## src/rtl/psl_pkg.sv

```systemverilog
// Package for the partitioned size-aware LRU block: request, result and queue types.
// Shared by psl_front, psl_back and partitioned_size_aware_lru; no dependencies.
package psl_pkg;

  localparam int unsigned DefPartitions = 4;
  localparam int unsigned DefSlotsPerPartition = 64;
  localparam logic [31:0] CapacityReset = 32'd1048576;

  typedef struct packed {
    logic [31:0] object_key;
    logic [23:0] object_size;
    logic [23:0] fragment_size;
    logic [1:0]  partition_index;
    logic        warming_up;
  } psl_req_t;

  typedef struct packed {
    logic        hit;
    logic        resized;
    logic        stored;
    logic [6:0]  evictions;
    logic [31:0] evict_bytes;
    logic [31:0] partition_fill;
    logic [47:0] hits_total;
    logic [47:0] accesses_total;
    logic [33:0] cached_total;
    logic [47:0] evicted_items_total;
    logic [55:0] evicted_bytes_total;
  } psl_rsp_t;

  // Head of the request queue as seen by the back end
  typedef struct packed {
    logic     valid;
    psl_req_t item;
  } psl_q_t;

endpackage

```

## src/rtl/psl_front.sv

```systemverilog
// Front end: accepts requests, folds the partition index into range and queues them.
// Depends on psl_pkg.
module psl_front #(
  parameter int unsigned PARTITIONS = psl_pkg::DefPartitions
) (
  input  logic              clk_i,
  input  logic              rst_ni,
  input  logic              start,
  output logic              busy,
  input  psl_pkg::psl_req_t req_i,
  input  logic              pop_i,
  output psl_pkg::psl_q_t   q_o
);
  import psl_pkg::*;

  logic [1:0] part_fold;
  psl_req_t   item_in;
  psl_req_t   slot_q [2];
  logic       wr_ptr_q, rd_ptr_q;
  logic [1:0] count_q;
  logic       push;

  // Fold the partition index modulo the partition count
  always_comb begin
    part_fold = req_i.partition_index;
    for (int k = 0; k < 3; k++) begin
      if (PARTITIONS < 4 && 32'(part_fold) >= PARTITIONS) begin
        part_fold = part_fold - 2'(PARTITIONS);
      end
    end
    item_in = req_i;
    item_in.partition_index = part_fold;
  end

  assign busy = (count_q == 2'd2);
  assign push = start && !busy;

  // Hold payload in a two-entry queue
  always_ff @(posedge clk_i) begin
    if (push) begin
      slot_q[wr_ptr_q] <= item_in;
    end
  end

  // Advance pointers and occupancy
  always_ff @(posedge clk_i or negedge rst_ni) begin
    if (!rst_ni) begin
      wr_ptr_q <= 1'b0;
      rd_ptr_q <= 1'b0;
      count_q  <= 2'd0;
    end else begin
      if (push) begin
        wr_ptr_q <= ~wr_ptr_q;
      end
      if (pop_i) begin
        rd_ptr_q <= ~rd_ptr_q;
      end
      count_q <= count_q + 2'(push) - 2'(pop_i);
    end
  end

  assign q_o.valid = (count_q != 2'd0);
  assign q_o.item  = slot_q[rd_ptr_q];

endmodule

```

## config.mk

```make
export PLATFORM = sky130hd
export DESIGN_NAME = psl_front
export DESIGN_NICKNAME = d
export VERILOG_FILES = /design/src/rtl/psl_pkg.sv /design/src/rtl/psl_front.sv
export SDC_FILE = /design/constraint.sdc
export NUM_CORES = 1
export LEC_CHECK = 0
export BUFFER_PORTS_ARGS = -buffer_cell sky130_fd_sc_hd__buf_2
export CORE_MARGIN = 5
export CORE_UTILIZATION = 35
export CTS_CLUSTER_SIZE = 14
export DETAILED_ROUTE_END_ITERATION = 12
export GPL_ROUTABILITY_DRIVEN = 0
export PLACE_DENSITY = 0.57
export SETUP_SLACK_MARGIN = 0.4
export SYNTH_ARGS = -nofsm -noshare
export SYNTH_HDL_FRONTEND = slang
export SYNTH_SLANG_ARGS = --single-unit
```

## constraint.sdc

```tcl
create_clock -name clk_i -period 8.1 [get_ports clk_i]
set_input_delay 2.025 -clock clk_i [delete_from_list [all_inputs] [get_ports clk_i]]
set_output_delay 2.025 -clock clk_i [all_outputs]
set_load 0.02 [all_outputs]
```

# [Word-level counts from Yosys, hierarchy flattened]
# Memory sizes are Yosys's and may differ from the RTL's.
# Cells that the tools add are included.
[word_totals] ff_bits=4 ramBits=166 inputBits=87 word_cells=14 mem_count=1
[memory_table] name="slot_q" words=2 width=83 rd=1 rd_clocked_by_memory_dff=0 write_ports=1 line_no="psl_front.sv:18" text="psl_req_t slot_q [2];"
[classes] addsub=2 n_eq_ne=1 mux=2 n_bitwise=2 reduce_logical=3
[op_table] cell="$add A2 B1 Y2" count=1
[op_table] cell="$eq A2 B2 Y1 const B" count=1
[op_table] cell="$mux W1" count=2
[op_table] cell="$not A1 Y1" count=2
[op_table] cell="$reduce_bool A2 Y1" count=1
[op_table] cell="$sub A2 B1 Y2" count=1
[op_table] cell="$logic_and A1 B1 Y1" count=1
[op_table] cell="$logic_not A1 Y1" count=1

# [Logic depth before layout (Yosys ltp)]
# Gate-level depths: netlist of the first run.
[logic_depth] ltp_word=5 ltp_mapped=7 mapped_depth_nobuf=7

# [Worst setup path before layout of the first run]
# OpenSTA, ideal clock, no wires.
[synth_timing] kind="input port to flip-flop" from="input start" to="memory slot_q[0][0] (netlist name), enable pin" setup_ns=0.525 t_arrival_ns=5.579 slack_ns=1.996 stages=2 path_cell_list="nand2_1 -> nor2_1"
[synth_between] elab_chain_len=3
[synth_rtl] item="start: declaration" line_no="psl_front.sv:8" text="input logic start,"
[synth_rtl] item="$logic_and A1 B1 Y1" line_no="psl_front.sv:36" text="assign push = start && !busy;"
[synth_rtl] item="$mux W1" line_no="psl_front.sv:40" text="if (push) begin"
[synth_rtl] item="$mux W1 (not written as such)" line_no="psl_front.sv:41" text="slot_q[wr_ptr_q] <= item_in;"
[synth_rtl] item="end: declaration" line_no="psl_front.sv:18"
# No other way between the ends.

==> metrics.md, run 1 <==
| Metric | Value |
|---|---|
| Drt wl/cell | 16.8 um |
| Warnings from Yosys | 0 |
| Starting density of the core | 35.7% |
| Area delta synth->final | 25.9% |
| CTS tree | done |
| Vias post-DR | 3097 |
| Rows | 49 |
| Die width | 146 um |
| Kind of critical path | reg2out |
| H-tree depth | 4 |
| Die area | 21200 um2 |
| # IOs | 172 |
| Pwr per Cell Area | 383 nW/um2 |
| Vias per inst | 4.42 |
| Busiest grt layer | met2 |
| Count leader, synth | edfxtp_1 |
| DRC Markers | 0 |
| Syn_area_per_cell | 23.4 um2 |
| Post-synthesis sequential area ratio | 79.1% |
| DRT antenna net count | 0 |
| Post-synth net total | 364 |
| Max-Cap Viols | 0 |
| Clk root buf | clkbuf_16 |
| N_diodes | 0 |
| Core Area | 18000 um2 |
| Synth cell count leaders | 166 x edfxtp_1, 60 x mux2_4, 23 x mux2_2 |
| WHS Path Cells | 1 |
| Hold Path End | count_q[0]$_DFF_PN0_ |
| TNS Setup | 0 ns |
| Hold Path Origin | count_q[0]$_DFF_PN0_ |
| Final period util | 57.6% |
| Synthesized instance count | 275 |
| Final setup margin | 3.43 ns |
| Post-CTS Hold Buffers | 0 |
| Post-synth EDFFs | 166 |
| R2R setup slack | 5.47 ns |
| Crit path capture type | output pin |
| Critical R2R Launch | count_q[1]$_DFF_PN0_ |
| DIE HEIGHT | 146 um |
| Cts bufs inserted | 17 |
| Netlist Area Pre-Place | 6430 um2 |
| LEAKAGE | 3.19 nW |
| Async SR Flop Fraction | 2.35% |
| Fmax | 0.214 GHz |
| Post-route minimum period | 4.67 ns |
| Crit path cell chain | buf_4 -> mux2_2 -> buf_2 |
| Multi-input gate area | 1260 um2 |
| FF-to-FF End | slot_q[0][20]$_DFFE_PP_ |
| Reg clk slew, reported paths | 0.06 ns |
| Synth top area cells | edfxtp_1 78%, mux2_4 14%, mux2_2 4.0%, dfrtp_1 1.6%, buf_6 1.2% |
| Nets | 548 |
| Worst path arrival time | 2.64 ns |
| RSZ-0062 raised after global routing | no |
| Vias in the first global route | 3471 |
| Gr ovfl total | 0 |
| Data required, critical path | 6.08 ns |
| Max VDD drop | 0.204 mV |
| Largest net degree at the start of global routing | 49 |
| Resized Gates After CTS | 0 |
| Share of the synthesized area in the top cell type | 77.6% |
| DRT Pass-1 Iters | 4 |
| Met1 usage | 13.5% |
| Slowest cell delay on critical path | 0.84 ns |
| Yosys cell types | 15 |
| Initial antenna violation count | 0 |
| Crit path launch type | flip-flop |
| Worst Clk Skew | 0.00843 ns |
| Post-CTS setup buffers | 0 |
| Worst rel slew slack | 25.8% |
| CP max-delay cell | dfrtp_4 |
| HP Class | reg2reg |
| Slew @ Worst Pin | 1.11 ns |
| Bufs on Longest Clock Path | 2 |
| Top FF cell, synth | edfxtp_1 |
| Final WL | 11800 um |
| Max FO, Critical Path | 48 |
| Delay-heaviest family, CP | buffers and inverters |
| Yosys reg bits | 170 |
| Sink Count | 170 |
| Status | finished clean |
| Met2 GRT Util | 18.4% |
| Met3 usage | 4.52% |
| Area leader, netlist | edfxtp_1 |
| Buf/Inv on CP | 2 |
| Final setup viols | 0 |
| Final Max Tran Viols | 0 |
| Placed wire-length estimate | 7810 um |
| GRT Overall Usage | 11.3% |
| PortBufs | 171 |
| Clk_lat worst skew | 0.41 ns |
| Final hold slack | 0.524 ns |
| Share of layout cells above drive strength 1 | 61.4% |
| Hold Fails Final Rpt | 0 |
| Worst slack at placement | 3.79 ns |
| Reg2reg path depth | 4 |
| Global-route wire length before repair | 18600 um |
| FILL cells | 1608 |
| Detailed Route Iter0 Violations | 133 |
| Register area | 5090 um2 |
-- cell usage in the layout (no fill, tap or decap), types with 2 or more instances in the layout --
| cell type | instances |
|---|---|
| clkinv_1 | 2 |
| edfxtp_1 | 166 |
| clkinv_2 | 2 |
| clkbuf_16 | 17 |
| buf_4 | 3 |
| clkinvlp_4 | 2 |
| mux2_4 | 60 |
| clkinv_4 | 3 |
| mux2_2 | 23 |
| ha_1 | 2 |
| dfrtp_1 | 3 |
| inv_6 | 3 |
| xnor2_1 | 3 |
| bufinv_16 | 2 |
| inv_1 | 2 |
| buf_2 | 171 |
-- metal layers --
layer  up-vias  part of all wire [%]
met2       105                    49
met1      1524                    42
met5         -                     0
met4         0                   1.4
li1       1457                     -
met3        11                   7.1
-- cell type report --
type                            count  share of cell area [%]
Timing Repair Buffer              174                    10.9
Clock inverter                     14                    1.79
Clock buffer                       18                    5.30
Sequential cell                   170                    62.9
Multi-Input combinational cell     94                    15.6
Inverter                            2                  0.0928
Tap cell                          229                    3.54
-- registers in the layout, indices dropped and copies added, names as in the netlist --
name	count
count_q	2
rd_ptr_q	1
slot_q	166
wr_ptr_q	1
-- through the flow --
stage               cells  instance area [um2]  utilization, %  power, W
floorplan             275                 6430               -   0.00208
global placement      669                 7520            41.7   0.00234
detailed placement    669                 7520            41.7   0.00236
CTS                   701                 8090            44.9   0.00316
global route          701                 8090            44.9   0.00326
finish                701                 8090            44.9   0.00310
-- worst max path at each step --
stage,from,endpoint,slack (ns),cells after the start
detailed placement,start,slot_q[0][10]$_DFFE_PP_,3.79,4
global placement,rd_ptr_q$_DFFE_PN0P_,q_o[2],3.83,3
CTS,rd_ptr_q$_DFFE_PN0P_,q_o[75],3.33,3
finish,rd_ptr_q$_DFFE_PN0P_,q_o[75],3.43,3
global route,rd_ptr_q$_DFFE_PN0P_,q_o[75],3.26,3
floorplan,start,slot_q[0][0]$_DFFE_PP_,2.00,2
-- report_power, final --
group          leakage, nW  switching, W  internal (W)
Combinational         1.32      0.000571      0.000447
Sequential            1.59     0.0000923       0.00120
Clock                0.276      0.000327      0.000455
Total                 3.19      0.000990       0.00211
-- cells by family after synthesis --
logic type	synth area share, %
xor+xnor	0.545
flops	79.1
buf+inv	1.50
fa+ha+maj	0.389
simple gates	0.409
mux	18.0
Power figures use the tool's default switching activity.
==> run 2, diff against run 1 <==
Clock period 8.1 ns to 4.7 ns, I/O delays scaled along.
==> run 2 against run 1 <==
  * Worst setup slack worse by 2.2 ns
  * Register-to-register slack worse by 2.9 ns
  * Combinational power up 72%
  * Cell count up 0.14%
  * Non-clock buffer count increased by 1
  * Clock skew shrank 0.0025 ns
  * Sequential power up 73%
  * Cell area is 0.54% higher
  * Clock power is 76% higher
  * Largest power group unchanged
==> metrics.md, run 2 (synthesis gave the netlist of run 1 again) <==
| Metric | Value |
|---|---|
| Crit path launch type | flip-flop (unchanged) |
| Crit path capture type | output pin (unchanged) |
| Max FO, Critical Path | 47 (was 48) |
| Final WL | 11700 um (was 11800 um) |
| Pint | 0.00369 W (was 0.00211 W) |
| Clock network fraction of total power | 25.6% (was 25.3%) |
| Register area | 5090 um2 (unchanged) |
| PortBufs | 171 (unchanged) |
| Largest Register | slot_q (unchanged) |
| Cts bufs inserted | 17 (unchanged) |
| LEAKAGE | 3.21 nW (was 3.19 nW) |
| Multi-input gate area | 1260 um2 (unchanged) |
| Seq pwr share | 41.8% (was 41.9%) |
| Kind of critical path | reg2out (unchanged) |
| WHS Path Cells | 1 (unchanged) |
| Max-Cap Viols | 0 (unchanged) |
| Rows | 49 (unchanged) |
| Post-CTS Hold Buffers | 0 (unchanged) |
| DRT antenna net count | 0 (unchanged) |
| Hold Fails Final Rpt | 0 (unchanged) |
| Clk_lat worst skew | 0.42 ns (was 0.41 ns) |
| Drt wl/cell | 16.7 um (was 16.8 um) |
| Slew @ Worst Pin | 1.03 ns (was 1.11 ns) |
| Switching portion of total power | 31.4% (was 32.0%) |
| Reg2reg path depth | 4 (unchanged) |
| Status | finished clean (unchanged) |
| Max VDD drop | 0.281 mV (was 0.204 mV) |
| Area delta synth->final | 26.6% (was 25.9%) |
| Commonest cells after routing, fill and taps aside | 171 x buf_2, 166 x edfxtp_1, 60 x mux2_4 (unchanged) |
| Die area | 21200 um2 (unchanged) |
| CTS tree | done (unchanged) |
| Worst Clk Skew | 0.00598 ns (was 0.00843 ns) |
| Final core utilization | 45.1% (was 44.9%) |
| Initial antenna violation count | 1 (was 0) |
| Commonest non-fill, non-tap cell in the layout | buf_2 (unchanged) |
| Bufs on Longest Clock Path | 2 (unchanged) |
| DRT Pass-1 Iters | 4 (unchanged) |
| Nets | 549 (was 548) |
| Worst rel slew slack | 31.6% (was 25.8%) |
| Largest net degree at the start of global routing | 70 (was 49) |
| DIE HEIGHT | 146 um (unchanged) |
| Detailed Route Iter0 Violations | 133 (unchanged) |
| Combinational power share | 32.5% (was 32.9%) |
| Global-route wire length before repair | 18300 um (was 18600 um) |
| Data required, critical path | 3.52 ns (was 6.08 ns) |
| Clk root buf | clkbuf_16 (unchanged) |
| Die width | 146 um (unchanged) |
| Post-CTS setup buffers | 0 (unchanged) |
| Vias in the first global route | 3385 (was 3471) |
| Net switching power | 0.00169 W (was 0.000990 W) |
| Largest register FFs | 166 (unchanged) |
| Pwr per Cell Area | 662 nW/um2 (was 383 nW/um2) |
| TNS Setup | 0 ns (unchanged) |
| H-tree depth | 4 (unchanged) |
| Gr ovfl total | 0 (unchanged) |
| Reg clk slew, reported paths | 0.06 ns (about the same) |
| HP Class | reg2reg (unchanged) |
| Starting density of the core | 35.7% (unchanged) |
| FILL cells | 1605 (was 1608) |
| Resized Gates After CTS | 0 (unchanged) |
| Power Total | 0.00539 W (was 0.00310 W) |
| DRC Markers | 0 (unchanged) |
| Final setup viols | 0 (unchanged) |
| RSZ-0062 raised after global routing | no (unchanged) |
| Fmax | 0.287 GHz |
| Vias post-DR | 3093 (was 3097) |
| Final period util | 74.2% |
| Vias per inst | 4.41 (was 4.42) |
| Core Area | 18000 um2 (unchanged) |
| GRT Overall Usage | 11.1% (was 11.3%) |
| N_diodes | 0 (unchanged) |
| Largest registers | slot_q: 166 flops, count_q: 2 flops (unchanged) |
| Final Max Tran Viols | 0 (unchanged) |
| Placed wire-length estimate | 7480 um (was 7810 um) |
| Share of layout cells above drive strength 1 | 60.9% (was 61.4%) |
| Worst path arrival time | 2.31 ns (was 2.64 ns) |
| Sink Count | 170 (unchanged) |
| # IOs | 172 (unchanged) |
| Post-route minimum period | 3.49 ns |
## run 2: cell types whose count changed in the layout (fill, tap and decap cells not counted)
cell	before	now
clkbuf_1	1	2
buf_12	0	2
bufinv_16	2	3
clkinv_2	2	1
clkinvlp_4	2	1
clkinv_1	2	4
clkinv_4	3	4
inv_6	3	0
buf_4	3	2
## run 2: metal layers
layer,wire [um],GRT usage (%),vias to the layer above
met3,1030,5.11,18
met4,218,4.76,2
met1,4740,12.4,1502
li1,-,-,1455
met2,5700,18.5,116
met5,7,0,-
## run 2: power groups by stage
stage / registers [W] / logic [W] / clock network, W
after floorplan: 0.00219 / 0.00139 / 0
after global placement: 0.00228 / 0.00179 / 0
after detailed placement: 0.00230 / 0.00180 / 0
after CTS: 0.00226 / 0.00180 / 0.00142
after global routing: 0.00229 / 0.00188 / 0.00149
final: 0.00225 / 0.00175 / 0.00138
## run 2: cell type report
| class | count | area share [%] |
|---|---|---|
| flip-flops and latches | 170 | 62.5 |
| multi-input cells | 94 | 15.5 |
| repair buffers | 175 | 11.2 |
| clock buffers | 19 | 5.32 |
| well taps | 229 | 3.52 |
| clock inverters | 13 | 1.88 |
| inverters | 2 | 0.0923 |
## run 2: critical path: stages, from the launching register on
cell     delay, ns
dfrtp_4       0.96
buf_12        0.38
mux2_2        0.38
buf_2         0.16
## run 2: final timing paths
check                                     start                       to  slack (ns)
setup / recovery           rd_ptr_q$_DFFE_PN0P_                   q_o[1]        1.21
hold / removal             count_q[0]$_DFF_PN0_     count_q[0]$_DFF_PN0_        0.53
setup reg to reg           count_q[1]$_DFF_PN0_  slot_q[0][30]$_DFFE_PP_        2.56
hold reg to reg            count_q[0]$_DFF_PN0_     count_q[0]$_DFF_PN0_        0.53
max in group asynchronous                rst_ni     rd_ptr_q$_DFFE_PN0P_        4.01
min in group asynchronous                rst_ni     wr_ptr_q$_DFFE_PN0P_        0.55
## run 2: stage by stage
step	std cells	area [um2]	hold slack [ns]	setup WS, ns
finish	702	8140	0.533	1.21
global route	702	8140	0.538	1.08
CTS	702	8140	0.529	1.13
detailed placement	670	7550	0.520	1.59
global placement	670	7550	0.495	1.62
floorplan	275	6430	0.478	0.840
==> run 3, diff against run 2 <==
Settings changed: PLACE_DENSITY 0.57 to 0.59.
Clock period 4.7 ns to 2.85 ns, I/O delays scaled along.
==> run 3 against run 2 <==
  * Clock power increased by 51%
  * Total power increased by 62%
  * Worst setup slack worse by 0.78 ns
  * First-iteration DRC count increased by 32%
  * Clock-buffer cell count decreased by 2
  * Clock skew about the same
==> metrics.md, run 3 (synthesis gave the netlist of run 1 again) <==
| Metric | Value |
|---|---|
| # IOs | 172 (unchanged) |
| Worst Clk Skew | 0.00593 ns (was 0.00598 ns) |
| CTS tree | done (unchanged) |
| Die area | 21200 um2 (unchanged) |
| Slowest cell delay on critical path | 0.44 ns (was 0.96 ns) |
| Gr ovfl total | 0 (unchanged) |
| Nets | 551 (was 549) |
| Clk root buf | clkbuf_16 (unchanged) |
| Global-route wire length before repair | 18700 um (was 18300 um) |
| Design area | 8120 um2 (was 8140 um2) |
| RSZ-0062 raised after global routing | yes (was no) |
| Fmax | 0.415 GHz |
| CP max-delay cell | dfrtp_4 (unchanged) |
| PortBufs | 171 (unchanged) |
| Delay-heaviest family, CP | buffers and inverters (was flip-flops) |
| DRT Pass-1 Iters | 4 (unchanged) |
| Post-CTS Hold Buffers | 0 (unchanged) |
| DIE HEIGHT | 146 um (unchanged) |
| Sink Count | 170 (unchanged) |
| Die width | 146 um (unchanged) |
| Commonest cells after routing, fill and taps aside | 171 x buf_2, 166 x edfxtp_1, 60 x mux2_4 (unchanged) |
| Post-CTS setup buffers | 0 (unchanged) |
| Buf/Inv on CP | 2 (unchanged) |
| Hold Fails Final Rpt | 0 (unchanged) |
| Slew @ Worst Pin | 0.637 ns (was 1.03 ns) |
| Vias per inst | 4.44 (was 4.41) |
| Worst path arrival time | 1.70 ns (was 2.31 ns) |
| Final period util | 84.6% |
| Crit path cell chain | buf_12 -> mux2_2 -> buf_2 (unchanged) |
| Drt wl/cell | 17.0 um (was 16.7 um) |
| LEAKAGE | 3.19 nW (was 3.21 nW) |
| Kind of critical path | reg2out (unchanged) |
| Post-route minimum period | 2.41 ns |
| Area delta synth->final | 26.3% (was 26.6%) |
| Final Max Tran Viols | 0 (unchanged) |
| DRT antenna net count | 0 (unchanged) |
| Max VDD drop | 0.466 mV (was 0.281 mV) |
| R2R setup slack | 1.15 ns (was 2.56 ns) |
| Initial antenna violation count | 1 (unchanged) |
| DRC Markers | 0 (unchanged) |
| Placed Area | 7580 um2 (was 7550 um2) |
| Crit path capture type | output pin (unchanged) |
| GRT Overall Usage | 11.4% (was 11.1%) |
| Share of layout cells above drive strength 1 | 61.4% (was 60.9%) |
| Largest registers | slot_q: 166 flops, count_q: 2 flops (unchanged) |
| Final setup viols | 0 (unchanged) |
| TNS Setup | 0 ns (unchanged) |
| Detailed Route Iter0 Violations | 176 (was 133) |
| Max-Cap Viols | 0 (unchanged) |
| Placed wire-length estimate | 7970 um (was 7480 um) |
| Vias post-DR | 3129 (was 3093) |
| Max FO, Critical Path | 43 (was 47) |
| Core Area | 18000 um2 (unchanged) |
| H-tree depth | 4 (unchanged) |
| Status | finished clean (unchanged) |
| Starting density of the core | 35.7% (unchanged) |
| Clk_lat worst skew | 0.41 ns (was 0.42 ns) |
| Pwr per Cell Area | 1070 nW/um2 (was 662 nW/um2) |
| Rows | 49 (unchanged) |
| Largest net degree at the start of global routing | 54 (was 70) |
| Vias in the first global route | 3536 (was 3385) |
| Largest register FFs | 166 (unchanged) |
| HP Class | in2async (was reg2reg) |
| Commonest non-fill, non-tap cell in the layout | buf_2 (unchanged) |
| Final WL | 12000 um (was 11700 um) |
| Data required, critical path | 2.14 ns (was 3.52 ns) |
| Cts bufs inserted | 17 (unchanged) |
| Crit path launch type | flip-flop (unchanged) |
| Worst rel slew slack | 57.6% (was 31.6%) |
| Resized Gates After CTS | 0 (unchanged) |
| Largest Register | slot_q (unchanged) |
| Reg clk slew, reported paths | 0.06 ns (about the same) |
| Bufs on Longest Clock Path | 2 (unchanged) |
-- run 3: layout make-up --
type	instances	area (um2)
diodes	1	2.50
inverters	2	7.51
clock buffers	17	425
repair buffers	177	938
clock inverters	14	109
fillers	1618	9910
multi-input cells	94	1260
well taps	229	287
flip-flops and latches	170	5090
-- run 3: metrics by stage --
| step | hold slack, ns | std cells | setup WS, ns | power (W) | utilization (%) |
|---|---|---|---|---|---|
| 2_1_floorplan | 0.417 | 275 | 0.401 | 0.00588 | - |
| 4_1_cts | 0.0732 | 703 | 0.392 | 0.00889 | 45.0 |
| 3_3_place_gp | 0.497 | 672 | 0.850 | 0.00673 | 42.1 |
| 3_5_place_dp | 0.530 | 672 | 0.849 | 0.00679 | 42.1 |
| 5_1_grt | 0.0778 | 703 | 0.358 | 0.00919 | 45.0 |
| 6_report | 0.101 | 704 | 0.439 | 0.00872 | 45.0 |
-- run 3: worst register-to-register path, stage by stage, from the launching register on --
cell and delay [ns]:
dfrtp_1 0.41, nand2b_1 0.15, nand2_2 0.11, nor2_4 0.11, buf_4 0.51
-- run 3: worst paths after layout --
kind / start / endpoint / depth (start not counted)
setup / recovery: rd_ptr_q$_DFFE_PN0P_ / q_o[5] / 3
hold / removal: rst_ni / wr_ptr_q$_DFFE_PN0P_ / 1
setup reg to reg: count_q[1]$_DFF_PN0_ / slot_q[0][68]$_DFFE_PP_ / 4
hold reg to reg: count_q[0]$_DFF_PN0_ / count_q[0]$_DFF_PN0_ / 1
max in group asynchronous: rst_ni / rd_ptr_q$_DFFE_PN0P_ / 1
min in group clk_i: req_i[30] / slot_q[0][30]$_DFFE_PP_ / 1
-- run 3: where the power goes --
part / switching, W / internal (W)
Combinational: 0.00175 / 0.00133
Sequential: 0.000144 / 0.00342
Clock: 0.000894 / 0.00118
-- run 3: per-layer routing --
| metal | wire (um) | global-route usage [%] | vias up |
|---|---|---|---|
| li1 | - | - | 1464 |
| met1 | 4770 | 12.7 | 1531 |
| met2 | 6020 | 19.2 | 116 |
| met3 | 989 | 4.80 | 16 |
| met4 | 201 | 4.90 | 2 |
| met5 | 13 | 0 | - |
